### src/fss_pkg.sv
// shared types, constants and codes for the framebuffer shape stamp block
package fss_pkg;

    localparam int MAX_WIDTH  = 256;
    localparam int MAX_HEIGHT = 256;
    localparam int MAX_RADIUS = 63;

    localparam int COORD_W = 8;
    localparam int DIM_W   = 9;
    localparam int RAD_W   = 6;
    localparam int CNT_W   = 14;
    localparam int COLOR_W = 24;
    localparam int ADDR_W  = 2 * COORD_W;
    localparam int DEPTH   = MAX_WIDTH * MAX_HEIGHT;
    localparam int SC_W    = 11;

    // r/3 as (r * 171) >> 9, exact for every 6-bit radius
    localparam int DIV3_MUL   = 171;
    localparam int DIV3_SHIFT = 9;

    localparam logic [2:0] OP_WRITE    = 3'd0;
    localparam logic [2:0] OP_READ     = 3'd1;
    localparam logic [2:0] OP_CIRCLE   = 3'd2;
    localparam logic [2:0] OP_RECT     = 3'd3;
    localparam logic [2:0] OP_SQUARE   = 3'd4;
    localparam logic [2:0] OP_TRIANGLE = 3'd5;

    localparam logic CFG_WIDTH  = 1'b0;
    localparam logic CFG_HEIGHT = 1'b1;

    typedef struct packed {
        logic [2:0]         opcode;
        logic [COORD_W-1:0] row;
        logic [COORD_W-1:0] col;
        logic [RAD_W-1:0]   radius;
        logic [7:0]         red_in;
        logic [7:0]         green_in;
        logic [7:0]         blue_in;
    } cmd_t;

    typedef struct packed {
        logic [7:0]       red_out;
        logic [7:0]       green_out;
        logic [7:0]       blue_out;
        logic [CNT_W-1:0] pixels_written;
        logic             status;
    } rsp_t;

    typedef struct packed {
        logic               start;
        logic [2:0]         shape;
        logic [COORD_W-1:0] row;
        logic [COORD_W-1:0] col;
        logic [RAD_W-1:0]   radius;
        logic [DIM_W-1:0]   width;
        logic [DIM_W-1:0]   height;
    } walk_req_t;

    typedef struct packed {
        logic              en;
        logic [ADDR_W-1:0] addr;
    } walk_wr_t;

    typedef struct packed {
        logic             done;
        logic [CNT_W-1:0] count;
    } walk_st_t;

endpackage

### src/fss_walk.sv
// shape walker: scans the clipped bounding box, one pixel test per cycle in a row
module fss_walk (
    input  logic                clk,
    input  logic                rst_n,
    input  fss_pkg::walk_req_t  req,
    output fss_pkg::walk_wr_t   wr,
    output fss_pkg::walk_st_t   st
);

    localparam logic [2:0] W_IDLE  = 3'd0;
    localparam logic [2:0] W_SETUP = 3'd1;
    localparam logic [2:0] W_FIRST = 3'd2;
    localparam logic [2:0] W_ROW   = 3'd3;
    localparam logic [2:0] W_RUN   = 3'd4;
    localparam logic [2:0] W_DONE  = 3'd5;

    localparam int SC = fss_pkg::SC_W;
    localparam int CW = fss_pkg::COORD_W;

    logic [2:0] state_reg, state_next;
    logic [2:0] shape_reg;
    logic [CW-1:0] row_reg, col_reg;
    logic [fss_pkg::RAD_W-1:0] r_reg;
    logic [fss_pkg::DIM_W-1:0] w_reg, h_reg;
    logic [fss_pkg::RAD_W-1:0] dr_reg;
    logic [fss_pkg::RAD_W:0] dc_reg;
    logic [2*fss_pkg::RAD_W-1:0] rr_reg;
    logic [CW-1:0] i_reg, i_next, ilast_reg, j_reg, j_next, jhi_reg;
    logic [fss_pkg::CNT_W-1:0] cnt_reg;

    logic [14:0] div3_prod;
    logic signed [SC-1:0] row_s, col_s, i_s, j_s;
    logic signed [SC-1:0] lo_s, hi_s, hmax_s, wmax_s;
    logic signed [SC-1:0] k_s, span_s, jlo_s, jhi_s;
    logic signed [SC-1:0] y_s, x_s;
    logic [CW-1:0] ay, ax;
    logic [2*CW:0] sq_sum;
    logic covered;
    logic run_row_end;

    assign row_s  = SC'($signed({1'b0, row_reg}));
    assign col_s  = SC'($signed({1'b0, col_reg}));
    assign i_s    = SC'($signed({1'b0, i_reg}));
    assign j_s    = SC'($signed({1'b0, j_reg}));
    assign hmax_s = SC'($signed({1'b0, h_reg})) - SC'(1);
    assign wmax_s = SC'($signed({1'b0, w_reg})) - SC'(1);

    // rectangle row half-span: r/3 by reciprocal
    assign div3_prod = 15'(r_reg) * 15'(fss_pkg::DIV3_MUL);

    // row bounds
    assign lo_s = row_s - SC'($signed({1'b0, dr_reg}));
    assign hi_s = row_s + SC'($signed({1'b0, dr_reg}));

    // column bounds; triangle taper counted from the unclipped top row
    assign k_s    = i_s - row_s + SC'($signed({1'b0, r_reg}));
    assign span_s = (shape_reg == fss_pkg::OP_TRIANGLE) ? (k_s >>> 1)
                                                        : SC'($signed({1'b0, dc_reg}));
    assign jlo_s  = col_s - span_s;
    assign jhi_s  = col_s + span_s;

    // distance unit for circles: y*y + x*x against r*r
    assign y_s = row_s - i_s;
    assign x_s = col_s - j_s;
    assign ay  = (y_s < 0) ? CW'(-y_s) : CW'(y_s);
    assign ax  = (x_s < 0) ? CW'(-x_s) : CW'(x_s);
    assign sq_sum = (2*CW+1)'(ay * ay) + (2*CW+1)'(ax * ax);
    assign covered = (shape_reg != fss_pkg::OP_CIRCLE) || (sq_sum <= (2*CW+1)'(rr_reg));

    assign run_row_end = (j_reg == jhi_reg);

    assign wr.en   = (state_reg == W_RUN) && covered;
    assign wr.addr = {i_reg, j_reg};
    assign st.done  = (state_reg == W_DONE);
    assign st.count = cnt_reg;

    always_comb
    begin
        state_next = state_reg;
        i_next     = i_reg;
        j_next     = j_reg;
        case (state_reg)
            W_IDLE:
            begin
                if (req.start)
                begin
                    state_next = W_SETUP;
                end
            end
            W_SETUP:
            begin
                state_next = W_FIRST;
            end
            W_FIRST:
            begin
                i_next     = (lo_s < 0) ? '0 : CW'(lo_s);
                state_next = W_ROW;
            end
            W_ROW:
            begin
                j_next     = (jlo_s < 0) ? '0 : CW'(jlo_s);
                state_next = W_RUN;
            end
            W_RUN:
            begin
                if (run_row_end)
                begin
                    if (i_reg == ilast_reg)
                    begin
                        state_next = W_DONE;
                    end
                    else
                    begin
                        i_next     = i_reg + CW'(1);
                        state_next = W_ROW;
                    end
                end
                else
                begin
                    j_next = j_reg + CW'(1);
                end
            end
            W_DONE:
            begin
                state_next = W_IDLE;
            end
            default:
            begin
                state_next = W_IDLE;
            end
        endcase
    end

    always_ff @(posedge clk or negedge rst_n)
    begin
        if (!rst_n)
        begin
            state_reg <= W_IDLE;
            cnt_reg   <= '0;
        end
        else
        begin
            state_reg <= state_next;
            if (state_reg == W_IDLE && req.start)
            begin
                cnt_reg <= '0;
            end
            else if (wr.en)
            begin
                cnt_reg <= cnt_reg + fss_pkg::CNT_W'(1);
            end
        end
    end

    always_ff @(posedge clk)
    begin
        i_reg <= i_next;
        j_reg <= j_next;
        if (state_reg == W_IDLE && req.start)
        begin
            shape_reg <= req.shape;
            row_reg   <= req.row;
            col_reg   <= req.col;
            r_reg     <= req.radius;
            w_reg     <= req.width;
            h_reg     <= req.height;
        end
        if (state_reg == W_SETUP)
        begin
            dr_reg <= (shape_reg == fss_pkg::OP_RECT)
                      ? div3_prod[fss_pkg::DIV3_SHIFT +: fss_pkg::RAD_W] : r_reg;
            dc_reg <= (shape_reg == fss_pkg::OP_RECT) ? {r_reg, 1'b0} : {1'b0, r_reg};
            rr_reg <= (2*fss_pkg::RAD_W)'(r_reg * r_reg);
        end
        if (state_reg == W_FIRST)
        begin
            ilast_reg <= (hi_s > hmax_s) ? CW'(hmax_s) : CW'(hi_s);
        end
        if (state_reg == W_ROW)
        begin
            jhi_reg <= (jhi_s > wmax_s) ? CW'(wmax_s) : CW'(jhi_s);
        end
    end

endmodule

### config.mk
export PLATFORM = sky130hd
export DESIGN_NAME = fss_walk
export DESIGN_NICKNAME = d
export VERILOG_FILES = /design/src/fss_pkg.sv /design/src/fss_walk.sv
export SDC_FILE = /design/constraint.sdc
export NUM_CORES = 1
export LEC_CHECK = 0
export ABC_CLOCK_PERIOD_IN_PS = 9900
export BUFFER_PORTS_ARGS = -buffer_cell sky130_fd_sc_hd__buf_2
export CORE_MARGIN = 10
export CORE_UTILIZATION = 30
export DETAILED_ROUTE_END_ITERATION = 7
export GPL_ROUTABILITY_DRIVEN = 0
export PLACE_DENSITY = 0.5
export SETUP_SLACK_MARGIN = 0.3
export SYNTH_ARGS = -nofsm -noshare
export SYNTH_HDL_FRONTEND = slang
export SYNTH_SLANG_ARGS = --single-unit
### constraint.sdc
create_clock -name clk -period 9.9 [get_ports clk]
set_input_delay 0.99 -clock clk [delete_from_list [all_inputs] [get_ports clk]]
set_output_delay 0.99 -clock clk [all_outputs]
set_load 0.005 [all_outputs]
==> impl_summary.txt <==
----------------------------------------------------
[Logic synthesis]
  Per-instance average area after synthesis ... 9.573 sq um
  Post-synth cell types ... 62
  Cell types occupying the most area after synthesis ... edfxtp_1 (22%), ha_1 (18%), fa_1 (15%)
  Area of the mapped netlist ... 13280 sq um
  Ys flop type ... edfxtp_1
  Area share of the largest cell type after synthesis ... 22.39%
  Net Count, Synth ... 1719
  Synth warn ... 0
  Flip-flop and latch count after synthesis ... 116
  Proportion of synthesized flip-flops having asynchronous set or reset ... 14.66%
  Fraction of the yosys area taken by sequential cells ... 25.59%
  Instance count of the mapped netlist ... 1387
  EDFF count, synth ... 99
  Cell accounting for the most synthesized area ... edfxtp_1

[Routing]
  Initial DRC Count ... 439
  Routed wire length per instance ... 15.50 um
  Count of unresolved DRC violations after routing ... 0
  Ratio of routed vias to standard cells ... 4.644
  Antenna Nets Post-Route ... 0
  Final Routed Wirelength ... 33.03 mm
  Routed vias ... 9897
  First drt pass iteration count ... 5

[Floorplan]
  Boundary pin count ... 78
  Horizontal die dimension ... 230.4 um
  Initial standard-cell utilization of the core ... 30.16%
  Area of the core ... 44030 sq um
  Y dimension of the die ... 230.4 um
  Area of the die ... 53070 sq um
  Floorplan row count ... 77

[Clock network]
  H-tree depth ... 4
  Clock sink total ... 116
  Latest clock arrival within the worst-skew pair ... 0.44 ns
  Number of buffers between clock root and the deepest sink ... 2
  Clock slew seen by the registers of the worst setup and hold paths ... 0.06 ns
  Clock root cell ... clkbuf_16
  TritonCTS buffer count ... 17
  CTS tree ... yes

[Worst setup path]
  Cell with the biggest individual delay on the critical path ... fa_1
  Critical Path Fanout Max ... 6
  Max incr delay on CP ... 0.54 ns
  Required time at the worst-slack endpoint ... 8.91 ns
  Type of origin of the critical path ... register
  Worst setup path start ... col_reg[0]
  Worst setup endpoint ... wr[16]
  Reg2Reg Launch Point ... col_reg[0]
  Endpoint class of the critical path ... output pin
  Minimum setup slack among reg-to-reg paths ... 0.74 ns
  Endpoint of the worst register-to-register path ... cnt_reg[8]
  Critical path arrival ... 8.79 ns
  Critical path type ... register to output pin
  Worst R2R Path Depth ... 39

[STA]
  Unrepaired setup endpoints after global routing ... true
  Clock Skews ... 0.008760 ns
  Fin worst setup slack ... 0.1175 ns
  Slew at the pin closest to its max-slew limit ... 1.259 ns
  Peak Freq ... 0.1022 GHz
  Post-layout minimum cycle time ... 9.782 ns
  Headroom to the max-slew limit ... 15.17%
  Setup violations, final ... 0
  Count of pins over their slew limit ... 0
  Hold Fails Final Rpt ... 0
  Final worst path period share ... 98.81%

[Global routing]
  Number of antenna violations at the first check in global routing ... 0
  Vias in the first global route ... 10510
  Overall Global Routing Usage ... 12.89%
  Sum of overflow across all layers after global routing ... 0
  Largest net degree at the start of global routing ... 55
  First-pass GRT wire length ... 55.12 mm

[Run status]
  Result of the run ... finished clean

[Place]
  Post-Place Cells ... 2069
  Pre-CTS setup slack ... 0.09697 ns
  Dpl hpwl ... 27.34 mm
  Buffers on Ports ... 77

[Finish]
  Number of nets in the layout ... 1858
  Layout cell share with drive strength beyond 1 ... 17.02%
  Flip-flop count of the largest register, all copies and words added ... 14
  Growth of design area from synthesis to finish ... 19.20%
  Non-filler cells in the finished layout ... 2131
  Final antenna diode count ... 0

[Run]
  Max-cap violations ... 0

[Hold path]
  Hold WC Path Type ... primary input to asynchronous set/reset pin

----------------------------------------------------
==> layer usage <==
metal / wire length (um) / global-route usage [%] / vias to the layer above
li1: - / - / 4959
met1: 15500 / 16.64 / 4781
met2: 16100 / 21.72 / 126
met3: 775 / 1.974 / 31
met4: 657 / 4.132 / 0
met5: 0 / 0 / -
==> worst min-delay path by stage <==
stage	startpoint	end	slack, ns
after global placement	cnt_reg[13]	cnt_reg[13]	0.52
after global routing	rst_n	cnt_reg[8]	0.48
final	rst_n	cnt_reg[0]	0.47
after floorplan	r_reg[0]	rr_reg[0]	0.45
after CTS	rst_n	cnt_reg[0]	0.46
after detailed placement	cnt_reg[13]	cnt_reg[13]	0.53
==> logic make-up after synthesis <==
| logic type | count (synthesis) | synth area share (%) |
|---|---|---|
| AO/OA/AOI/OAI | 238 | 11.51 |
| buffers and inverters | 269 | 7.708 |
| XOR/XNOR | 127 | 8.377 |
| multiplexers | 28 | 2.158 |
| AND/OR/NAND/NOR | 323 | 12.11 |
| adder cells (fa/ha/maj) | 286 | 32.55 |
| flip-flops | 116 | 25.59 |
==> cells in the final DEF (no fill, tap or decap), types with 11 or more instances in the layout <==
| cell type | netlist | final |
|---|---|---|
| fa_1 | 99 | 97 |
| a211oi_1 | 16 | 14 |
| inv_1 | 243 | 235 |
| dfrtp_1 | 17 | 17 |
| a21oi_1 | 61 | 53 |
| mux2i_1 | 23 | 22 |
| o31ai_1 | 16 | 14 |
| nor2_1 | 96 | 89 |
| clkbuf_16 | 0 | 21 |
| nand3_1 | 20 | 20 |
| xnor2_2 | 0 | 11 |
| o21bai_1 | 18 | 18 |
| nand4_1 | 11 | 11 |
| nor3_1 | 16 | 15 |
| buf_4 | 1 | 66 |
| edfxtp_1 | 99 | 99 |
| nor2b_1 | 15 | 14 |
| xor2_1 | 33 | 32 |
| xnor2_1 | 94 | 82 |
| o21ai_0 | 49 | 42 |
| nand2b_1 | 20 | 19 |
| a21o_1 | 26 | 26 |
| nand2_1 | 71 | 71 |
| ha_1 | 187 | 177 |
| and2_1 | 13 | 13 |
| buf_2 | 2 | 77 |
==> stage by stage <==
stage | hold slack [ns] | cell area, sq um | utilization [%] | setup TNS (ns)
after floorplan | 0.4523 | 13340 | - | 0
after global placement | 0.5215 | 14650 | 33.26 | 0
after detailed placement | 0.5298 | 14650 | 33.26 | 0
after CTS | 0.4601 | 15740 | 35.76 | 0
after global routing | 0.4769 | 15830 | 35.95 | -0.2566
final | 0.4724 | 15830 | 35.95 | 0
==> final cells by class <==
class	instances	area (sq um)
fillers	4517	28200
clock buffers	24	556.8
clock inverters	8	81.33
repair buffers	146	940.9
inverters	243	912.1
multi-input cells	1002	9196
flip-flops and latches	116	3398
well taps	592	740.7
==> synth_stat cells, drive strengths merged (3+ instances only) <==
cell	instances
nand3	20
inv	243
o31ai	16
clkbuf	22
and2	13
or2	12
mux2	5
nor4b	4
nand2	71
buf	4
nor3b	4
a211oi	16
o21a	8
o22ai	8
mux2i	23
nor2b	15
nor3	16
and3	10
nand2b	20
nor4	6
nand3b	4
ha	187
a2111oi	4
fa	99
xnor2	94
o211ai	4
or3	5
nand4	11
and3b	3
xor2	33
a21o	26
a311oi	3
a21oi	62
o21ai	52
a31oi	4
dfrtp	17
edfxtp	99
nor2	96
or4	9
o21bai	18
==> worst max-delay path: cells and delay by family (launching register included) <==
kind            cells  cell delay (ns)
compound gates     13             2.42
xor+xnor            1             0.14
simple gates        3             0.34
flops               1             0.40
buf+inv            10             0.82
fa+ha+maj          10             3.96
mux                 1             0.26
==> what timing repair did <==
action	CTS	global route
endpoints found under the hold margin	0	0
endpoints found under the setup margin	5	4
resized for setup	59	6
cloned	0	0
hold buffers	0	0
pin swaps	54	11
setup buffers	25	5
Power is not shown: default switching activity piles up to over one toggle a cycle in this logic, so the estimate is an artifact.
